### src/rtl/backslash_escape_decoder_unit_macros.svh
// Assertion macros for the backslash escape decoder unit.
// Used by the RTL modules that carry concurrent checks; no other dependencies.
`ifndef BACKSLASH_ESCAPE_DECODER_UNIT_MACROS_SVH
`define BACKSLASH_ESCAPE_DECODER_UNIT_MACROS_SVH

// Same-cycle implication, disabled while reset is low
`define BED_ASSERT_IMP(lbl, clk, rst_n, ante, cons) \
    lbl: assert property (@(posedge clk) disable iff (!(rst_n)) (ante) |-> (cons)) \
        else $error("bed same-cycle check failed");

// Next-cycle implication, disabled while reset is low
`define BED_ASSERT_NXT(lbl, clk, rst_n, ante, cons) \
    lbl: assert property (@(posedge clk) disable iff (!(rst_n)) (ante) |=> (cons)) \
        else $error("bed next-cycle check failed");

`endif

### src/rtl/bed_pkg.sv
// Shared types and constants for the backslash escape decoder unit.
// No dependencies; used by bed_decoder, bed_burst_out and the top level.
package bed_pkg;

    // Parser phase codes
    typedef enum logic [2:0] {
        PH_TEXT  = 3'd0,
        PH_ESC   = 3'd1,
        PH_BRACE = 3'd2,
        PH_HEX   = 3'd3
    } t_phase;

    localparam int unsigned BURST_MAX = 4;
    localparam int unsigned CNT_W     = $clog2(BURST_MAX + 1);

    localparam logic [31:0] MAX_CODE_POINT = 32'h0010_FFFF;
    localparam logic [3:0]  HEX_TEN        = 4'hA;

    // Characters the parser looks for
    localparam logic [7:0] CH_BSLASH = 8'h5C;
    localparam logic [7:0] CH_U      = 8'h75;
    localparam logic [7:0] CH_LBRACE = 8'h7B;
    localparam logic [7:0] CH_RBRACE = 8'h7D;

    // One decoded item: up to four bytes, plus error and string-end flags
    typedef struct packed {
        logic [CNT_W-1:0]           cnt;
        logic [BURST_MAX-1:0][7:0]  bytes;
        logic                       err;
        logic                       str_end;
    } t_burst;

endpackage

### src/rtl/backslash_escape_decoder_unit.sv
// Backslash escape decoder. Takes one byte of a string body per cycle and
// gives unescaped UTF-8 bytes, one result beat per cycle while the receiver is
// ready. A byte is held in an input register while it is decoded and its
// results (0 to 4 beats) are loaded into the result register, from which the
// first result of a byte is presented; a result register still busy with
// earlier beats stalls that load. The input side takes a new byte every
// cycle as long as each byte yields at most one beat and the receiver keeps
// up; a byte yielding several beats holds the result register until its last
// beat is taken, which sets the rate for escapes that expand to multi-byte
// UTF-8. A failed string gives a single error beat on its final byte.
// Depends on bed_pkg, bed_decoder and bed_burst_out.
module backslash_escape_decoder_unit (
    input  logic       i_clk,
    input  logic       i_rst_n,
    input  logic       i_valid,
    output logic       o_ready,
    input  logic [7:0] i_in_byte,
    input  logic       i_string_last,
    output logic       o_valid,
    input  logic       i_ready,
    output logic [7:0] o_out_byte,
    output logic       o_status,
    output logic       o_run_last,
    output logic       o_string_end
);

    bed_pkg::t_burst burst;
    logic            burst_valid;
    logic            burst_ready;

    // Parser and decode
    bed_decoder u_decoder (
        .i_clk         (i_clk),
        .i_rst_n       (i_rst_n),
        .i_valid       (i_valid),
        .o_ready       (o_ready),
        .i_in_byte     (i_in_byte),
        .i_string_last (i_string_last),
        .o_burst_valid (burst_valid),
        .i_burst_ready (burst_ready),
        .o_burst       (burst)
    );

    // Result register and beat sequencing
    bed_burst_out u_burst_out (
        .i_clk         (i_clk),
        .i_rst_n       (i_rst_n),
        .i_burst_valid (burst_valid),
        .o_burst_ready (burst_ready),
        .i_burst       (burst),
        .o_valid       (o_valid),
        .i_ready       (i_ready),
        .o_out_byte    (o_out_byte),
        .o_status      (o_status),
        .o_run_last    (o_run_last),
        .o_string_end  (o_string_end)
    );

endmodule

### src/rtl/bed_decoder.sv
// Input register, parser state and escape/UTF-8 decode for one byte per cycle when not stalled.
// Depends on bed_pkg; feeds a t_burst into bed_burst_out.
module bed_decoder (
    input  logic            i_clk,
    input  logic            i_rst_n,
    input  logic            i_valid,
    output logic            o_ready,
    input  logic [7:0]      i_in_byte,
    input  logic            i_string_last,
    output logic            o_burst_valid,
    input  logic            i_burst_ready,
    output bed_pkg::t_burst o_burst
);

    logic                 r_in_valid;
    logic [7:0]           r_in_byte;
    logic                 r_in_last;

    bed_pkg::t_phase      r_phase, n_phase;
    logic [31:0]          r_acc, n_acc;
    logic                 r_err, n_err;

    bed_pkg::t_burst      burst;
    logic                 take;

    // Single-character escapes: {hit, byte}
    function automatic logic [8:0] simple_esc(input logic [7:0] b);
        logic [8:0] res;
        res = 9'd0;
        case (b)
            8'h6E: res = {1'b1, 8'h0A}; // n
            8'h72: res = {1'b1, 8'h0D}; // r
            8'h74: res = {1'b1, 8'h09}; // t
            8'h5C: res = {1'b1, 8'h5C}; // backslash
            8'h2F: res = {1'b1, 8'h2F}; // slash
            8'h22: res = {1'b1, 8'h22}; // double quote
            8'h62: res = {1'b1, 8'h08}; // b
            8'h66: res = {1'b1, 8'h0C}; // f
            default: res = 9'd0;
        endcase
        return res;
    endfunction

    // Hex digit value: {hit, nibble}
    function automatic logic [4:0] hex_val(input logic [7:0] b);
        logic [4:0] res;
        res = 5'd0;
        if (b >= 8'h30 && b <= 8'h39) begin
            res = {1'b1, b[3:0]};
        end else if ((b >= 8'h61 && b <= 8'h66) || (b >= 8'h41 && b <= 8'h46)) begin
            res = {1'b1, 4'(b[2:0] - 3'd1) + bed_pkg::HEX_TEN};
        end
        return res;
    endfunction

    // Next state and result burst for the held byte
    always_comb begin
        logic [8:0] esc;
        logic [4:0] hx;
        esc     = simple_esc(r_in_byte);
        hx      = hex_val(r_in_byte);
        n_phase = r_phase;
        n_acc   = r_acc;
        n_err   = r_err;
        burst   = '0;
        if (!r_err) begin
            unique case (r_phase)
                bed_pkg::PH_ESC: begin
                    if (esc[8]) begin
                        burst.cnt      = bed_pkg::CNT_W'(1);
                        burst.bytes[0] = esc[7:0];
                        n_phase        = bed_pkg::PH_TEXT;
                    end else if (r_in_byte == bed_pkg::CH_U) begin
                        n_phase = bed_pkg::PH_BRACE;
                    end else begin
                        n_err = 1'b1;
                    end
                end
                bed_pkg::PH_BRACE: begin
                    if (r_in_byte == bed_pkg::CH_LBRACE) begin
                        n_phase = bed_pkg::PH_HEX;
                        n_acc   = 32'd0;
                    end else begin
                        n_err = 1'b1;
                    end
                end
                bed_pkg::PH_HEX: begin
                    if (r_in_byte == bed_pkg::CH_RBRACE) begin
                        n_phase = bed_pkg::PH_TEXT;
                        // UTF-8 encode of the gathered code point
                        if (r_acc < 32'h80) begin
                            burst.cnt      = bed_pkg::CNT_W'(1);
                            burst.bytes[0] = r_acc[7:0];
                        end else if (r_acc < 32'h800) begin
                            burst.cnt      = bed_pkg::CNT_W'(2);
                            burst.bytes[0] = {3'b110, r_acc[10:6]};
                            burst.bytes[1] = {2'b10, r_acc[5:0]};
                        end else if (r_acc < 32'h1_0000) begin
                            burst.cnt      = bed_pkg::CNT_W'(3);
                            burst.bytes[0] = {4'b1110, r_acc[15:12]};
                            burst.bytes[1] = {2'b10, r_acc[11:6]};
                            burst.bytes[2] = {2'b10, r_acc[5:0]};
                        end else if (r_acc <= bed_pkg::MAX_CODE_POINT) begin
                            burst.cnt      = bed_pkg::CNT_W'(4);
                            burst.bytes[0] = {5'b11110, r_acc[20:18]};
                            burst.bytes[1] = {2'b10, r_acc[17:12]};
                            burst.bytes[2] = {2'b10, r_acc[11:6]};
                            burst.bytes[3] = {2'b10, r_acc[5:0]};
                        end else begin
                            n_err = 1'b1;
                        end
                    end else if (hx[4]) begin
                        n_acc = {r_acc[27:0], hx[3:0]};
                    end else begin
                        n_err = 1'b1;
                    end
                end
                default: begin
                    // text phase; unused codes behave the same
                    if (r_in_byte == bed_pkg::CH_BSLASH) begin
                        n_phase = bed_pkg::PH_ESC;
                    end else begin
                        burst.cnt      = bed_pkg::CNT_W'(1);
                        burst.bytes[0] = r_in_byte;
                    end
                end
            endcase
        end

        // string ending inside an escape fails it
        if (r_in_last && !n_err && n_phase != bed_pkg::PH_TEXT) begin
            n_err = 1'b1;
        end

        // failed string: only its final byte gives one error beat
        if (n_err) begin
            burst       = '0;
            burst.err   = 1'b1;
            burst.cnt   = r_in_last ? bed_pkg::CNT_W'(1) : bed_pkg::CNT_W'(0);
        end
        burst.str_end = r_in_last;

        // end of string restores reset state
        if (r_in_last) begin
            n_phase = bed_pkg::PH_TEXT;
            n_acc   = 32'd0;
            n_err   = 1'b0;
        end
    end

    assign take          = r_in_valid && (burst.cnt == '0 || i_burst_ready);
    assign o_ready       = !r_in_valid || take;
    assign o_burst_valid = r_in_valid && (burst.cnt != '0);
    assign o_burst       = burst;

    // Input register
    always_ff @(posedge i_clk) begin
        if (!i_rst_n) begin
            r_in_valid <= 1'b0;
        end else if (i_valid && o_ready) begin
            r_in_valid <= 1'b1;
        end else if (take) begin
            r_in_valid <= 1'b0;
        end
    end

    always_ff @(posedge i_clk) begin
        if (i_valid && o_ready) begin
            r_in_byte <= i_in_byte;
            r_in_last <= i_string_last;
        end
    end

    // Parser state, advanced once per consumed byte
    always_ff @(posedge i_clk) begin
        if (!i_rst_n) begin
            r_phase <= bed_pkg::PH_TEXT;
            r_acc   <= 32'd0;
            r_err   <= 1'b0;
        end else if (take) begin
            r_phase <= n_phase;
            r_acc   <= n_acc;
            r_err   <= n_err;
        end
    end

endmodule

### src/rtl/bed_burst_out.sv
// Result register: holds one decoded burst and sends it one beat per cycle while i_ready is high.
// Depends on bed_pkg and the assertion macro header.
`include "backslash_escape_decoder_unit_macros.svh"

module bed_burst_out (
    input  logic            i_clk,
    input  logic            i_rst_n,
    input  logic            i_burst_valid,
    output logic            o_burst_ready,
    input  bed_pkg::t_burst i_burst,
    output logic            o_valid,
    input  logic            i_ready,
    output logic [7:0]      o_out_byte,
    output logic            o_status,
    output logic            o_run_last,
    output logic            o_string_end
);

    logic [bed_pkg::CNT_W-1:0]          r_left;
    logic [bed_pkg::BURST_MAX-1:0][7:0] r_bytes;
    logic                               r_err;
    logic                               r_end;
    logic                               load;
    logic                               pop;

    assign o_valid       = (r_left != '0);
    assign pop           = o_valid && i_ready;
    assign o_burst_ready = (r_left == '0) ||
                           (r_left == bed_pkg::CNT_W'(1) && i_ready);
    assign load          = i_burst_valid && o_burst_ready;

    assign o_out_byte    = r_bytes[0];
    assign o_status      = r_err;
    assign o_run_last    = (r_left == bed_pkg::CNT_W'(1));
    assign o_string_end  = r_end && o_run_last;

    // Beat counter
    always_ff @(posedge i_clk) begin
        if (!i_rst_n) begin
            r_left <= '0;
        end else if (load) begin
            r_left <= i_burst.cnt;
        end else if (pop) begin
            r_left <= r_left - bed_pkg::CNT_W'(1);
        end
    end

    // Burst bytes shift down one place per beat
    always_ff @(posedge i_clk) begin
        if (load) begin
            r_bytes <= i_burst.bytes;
            r_err   <= i_burst.err;
            r_end   <= i_burst.str_end;
        end else if (pop) begin
            for (int k = 0; k < bed_pkg::BURST_MAX - 1; k++) begin
                r_bytes[k] <= r_bytes[k+1];
            end
            r_bytes[bed_pkg::BURST_MAX-1] <= 8'h00;
        end
    end

    // Error beat stands alone, carries a zero byte
    `BED_ASSERT_IMP(a_err_beat, i_clk, i_rst_n, o_valid && o_status, o_run_last && o_out_byte == 8'h00)
    // A new burst lands only when the old one is gone or leaving
    `BED_ASSERT_IMP(a_no_overwrite, i_clk, i_rst_n, load, r_left == '0 || (o_run_last && i_ready))
    // Mid-burst beats are followed by another beat
    `BED_ASSERT_NXT(a_burst_continues, i_clk, i_rst_n, pop && !o_run_last && !i_burst_valid, o_valid)

endmodule
### config.mk
export PLATFORM = sky130hd
export DESIGN_NAME = backslash_escape_decoder_unit
export DESIGN_NICKNAME = d
export VERILOG_FILES = /design/src/rtl/bed_pkg.sv /design/src/rtl/backslash_escape_decoder_unit.sv /design/src/rtl/bed_decoder.sv /design/src/rtl/bed_burst_out.sv
export VERILOG_INCLUDE_DIRS = /design/src /design/src/rtl
export SDC_FILE = /design/constraint.sdc
export NUM_CORES = 1
export LEC_CHECK = 0
export BUFFER_PORTS_ARGS = -buffer_cell sky130_fd_sc_hd__buf_2
export CELL_PAD_IN_SITES_DETAIL_PLACEMENT = 0
export CELL_PAD_IN_SITES_GLOBAL_PLACEMENT = 1
export CORE_UTILIZATION = 50
export DETAILED_ROUTE_END_ITERATION = 12
export GPL_ROUTABILITY_DRIVEN = 0
export GPL_TIMING_DRIVEN = 0
export PLACE_DENSITY_LB_ADDON = 0.3
export SLEW_MARGIN = 20
export SYNTH_ARGS = -nofsm -noshare
export SYNTH_HDL_FRONTEND = slang
export SYNTH_SLANG_ARGS = --single-unit
### constraint.sdc
create_clock -name i_clk -period 8.7 [get_ports i_clk]
set_clock_uncertainty 0.1 [all_clocks]
set_input_delay 0.87 -clock i_clk [delete_from_list [all_inputs] [get_ports i_clk]]
set_output_delay 0.87 -clock i_clk [all_outputs]
set_load 0.02 [all_outputs]
==> out/qor.log <==
[setup_path] Critical Path AT 3.46 ns
[synthesis] Mapped Cells 514
[clock_network] Post-CTS Setup Inserts 0
[final_layout] nets 569
[synthesis] register bit count reported by yosys 80
[drt] detail-routed net length per standard cell 17.8 µm
[synthesis] most frequent cell after synthesis nand2_1
[drt] post-route DRC violation count 0
[setup_path] slowest library cell on the worst path a2111oi_2
[setup_path] critical-path maximum fanout 6
[clock_network] CTS Root Cell clkbuf_8
[final_layout] layout filler cell count 785
[clock_network] TritonCTS clock tree done
[floorplanning] DIE WIDTH 98.7 µm
[timing] RSZ-0062 raised after global routing no
[floorplanning] standard cell core area 8890 µm²
[global_route] via count of the first global-routing pass 3800
[setup_path] Worst path top cell family by delay compound AO/OA/AOI/OAI gates
[final_layout] ANT cells 0
[clock_network] number of buffers added by the clock tree synthesis step 9
[final_layout] fraction of layout cells with a size suffix above 1 20.0%
[timing] final count of pins violating max slew 0
[global_route] grt total ovfl 0
[global_route] grt met1 use 35.5%
[min_path] HP Class register to register
[clock_network] Longest Clk Path Bufs 2
[min_path] end of the worst hold path u_decoder.r_acc[28]$_SDFFE_PN0P_
[setup_path] Critical Setup Path Class register to output port
[drt] total routed wirelength 11.8 mm
[power] P_leak 1.96 nW
[synthesis] number of nets produced by synthesis 534
[synthesis] Synth Area per Inst 9.09 µm²
[global_route] overall fraction of global-route tracks in use 25.6%
[power] Overall Power 0.00127 W
[synthesis] share of synthesized registers carrying an async set or reset 0%
[synthesis] top cells by count, synth 93 x nand2_1, 40 x dfxtp_1, 40 x edfxtp_1, 26 x a21oi_1, 26 x nand3_1
[synthesis] post-synth cell types 62
[drt] DR vias 4059
[setup_path] critical path cell sequence inv_1 > ha_1 > o21bai_1 > a2111oi_2 > a21oi_1 > a21boi_1 > nand2_1 > o2bb2ai_1 > nand3_1 > buf_2
[drt] first-pass detailed-route iteration total 8
[synthesis] Yosys warning total 0
[synthesis] sequential fraction of the synthesis area 42.8%
[setup_path] largest stage delay on the critical path 0.58 ns
[run] max-cap check violation count 0
[setup_path] setup slack, reg-to-reg 4.65 ns
[timing] worst-margin pin slew 1.11 ns
[synthesis] number of synthesized flops with an enable pin 40
[floorplanning] Total Die Area 9730 µm²
[clock_network] later-pin clock latency in the skew report 0.37 ns
[global_route] global routing's busiest layer met2
[clock_network] number of clock sinks 80
[setup_path] instance count on the critical path 10
[timing] fraction of the cycle the final worst path needs 50.9%
[global_route] global routing met3 resource utilization 4.40%
[clock_network] # hold bufs at CTS 0
[synthesis] biggest area consumer among synthesized cells edfxtp_1
[setup_path] required time reported for the critical path endpoint 7.73 ns
[min_path] cell count of the worst hold path 2
[drt] via/cell ratio 6.13
[clock_network] clock slew at reported path FFs 0.09 ns
[drt] number of nets with antenna violations after detailed routing 0
[timing] Post-Route Setup TNS 0 ns
[drt] first-iteration detailed-routing DRC count 455
[floorplanning] IO Pins 26
[clock_network] CTS H-Tree Depth 3
[setup_path] Crit. End Element output port
[floorplanning] initial cell density of the core 52.5%
[timing] Fmax achieved 0.226 GHz
[floorplanning] overall die height 98.7 µm
[place] count of input and output buffers 24
[final_layout] synth-to-layout area growth 10.6%
[setup_path] reg2reg start u_decoder.r_in_byte[0]$_DFFE_PP_
[synthesis] dominant cells by area after synthesis edfxtp_1 26%, dfxtp_1 17%, nand2_1 7.5%
[global_route] number of antenna violations at the first check in global routing 0
[synthesis] fraction of post-synthesis cell area in the top cell type by area 25.7%
[global_route] maximum number of pins on one net before global-route repair 33
[timing] shortest period the worst path allows 4.43 ns
[timing] total setup violations reported at the end of the flow 0
[min_path] hold_sp u_decoder.r_acc[28]$_SDFFE_PN0P_
[global_route] first-pass GRT wire length 19.5 mm
[power] total power divided by cell area 245 nW/µm²
[setup_path] capturing point of the worst reg2reg path u_decoder.r_acc[7]$_SDFFE_PN0P_
[setup_path] number of cells on the worst reg-to-reg path 11
[power] maximum ir drop on the vdd rail 0.105 mV
[place] post-detailed-placement half-perimeter wirelength 8.65 mm
[setup_path] kind of start point of the critical path register
[timing] worst relative slew slack 25.3%
[synthesis] commonest register cell after synthesis edfxtp_1
[synthesis] post-synthesis instance area 4670 µm²
[floorplanning] # rows 34
[setup_path] buffers and inverters on the worst path 2
[clock_network] number of resized instances in the post-cts repair step 0
[timing] final hold vios 0
[global_route] GRT met2 Usage 40.5%
[status] outcome finished, final reports clean
-- per-stage QoR --
stage | setup WS [ns] | hold WS [ns] | util, % | area (µm²) | instances
finish | 4.27 | 0.368 | 58.1 | 5170 | 662
global route | 4.00 | 0.381 | 58.1 | 5170 | 662
CTS | 4.34 | 0.371 | 58.1 | 5160 | 662
detailed placement | 4.71 | 0.356 | 55.4 | 4930 | 646
global placement | 4.76 | 0.347 | 55.4 | 4930 | 646
floorplan | 5.34 | 0.339 | - | 4670 | 514
-- where the power goes --
| part | switching, W | leakage, nW | internal (W) | total, W |
|---|---|---|---|---|
| clock network | 0.000158 | 0.118 | 0.000168 | 0.000326 |
| logic | 0.000242 | 1.14 | 0.000147 | 0.000389 |
| registers | 0.0000318 | 0.712 | 0.000520 | 0.000551 |
| total | 0.000432 | 1.96 | 0.000834 | 0.00127 |
-- worst max path at each step --
| stage | start | endpoint | slack (ns) |
|---|---|---|---|
| 2_1_floorplan | u_decoder.r_in_byte[0]$_DFFE_PP_ | o_ready | 5.34 |
| 4_1_cts | u_decoder.r_in_byte[0]$_DFFE_PP_ | o_ready | 4.34 |
| 3_3_place_gp | u_decoder.r_in_byte[0]$_DFFE_PP_ | o_ready | 4.76 |
| 6_report | u_decoder.r_in_byte[0]$_DFFE_PP_ | o_ready | 4.27 |
| 3_5_place_dp | u_decoder.r_in_byte[0]$_DFFE_PP_ | u_decoder.r_acc[16]$_SDFFE_PN0P_ | 4.71 |
| 5_1_grt | u_decoder.r_in_byte[0]$_DFFE_PP_ | o_ready | 4.00 |
-- registers in the layout, summed over array words and instances (netlist names) --
name	count
u_burst_out.o_status	1
u_decoder.r_in_valid	1
u_burst_out.o_out_byte	8
u_burst_out.r_left	3
u_decoder.r_phase	3
u_burst_out.r_bytes	21
u_decoder.r_in_last	1
u_decoder.r_acc	32
u_burst_out.r_end	1
u_decoder.r_err	1
u_decoder.r_in_byte	8
-- per-layer routing --
metal	wire length, µm	vias to the layer above
li1	-	1954
met1	5390	1918
met2	5510	161
met3	691	26
met4	220	0
met5	0	-
-- worst min-delay path, cell delays in order (launching register included) --
cell,delay (ns)
dfxtp_1,0.32
nand2_1,0.07
o21ai_2,0.05
-- cell usage in the layout (no fill, tap or decap), types with 11 or more instances in the layout --
cell	instances
a21oi_1	26
nor2_1	19
nand2_1	93
dfxtp_1	40
o21ai_1	16
edfxtp_1	40
clkbuf_1	20
o21ai_2	20
o21ai_0	12
nand3_1	26
nand3_2	20
buf_2	30
inv_1	11
and3_1	12
-- cell families after synthesis --
logic type               count (synthesis)  synth area share (%)
AO/OA/AOI/OAI                          137                  20.9
flip-flops                              80                  42.8
XOR/XNOR                                 3                 0.563
adder cells (fa/ha/maj)                  7                  1.87
AND/OR/NAND/NOR                        231                  26.9
multiplexers                             4                 0.884
buffers and inverters                   52                  6.03
-- area by class of cell --
class,instances,area (µm²),area share (%)
clock inverters,7,111,2.15
multi-input cells,382,2390,46.3
plain buffers,41,240,4.65
inverters,11,41.3,0.799
clock buffers,9,124,2.40
repair buffers,24,120,2.32
well taps,108,135,2.61
flip-flops and latches,80,2000,38.7
(Power assumes the default switching activity.)
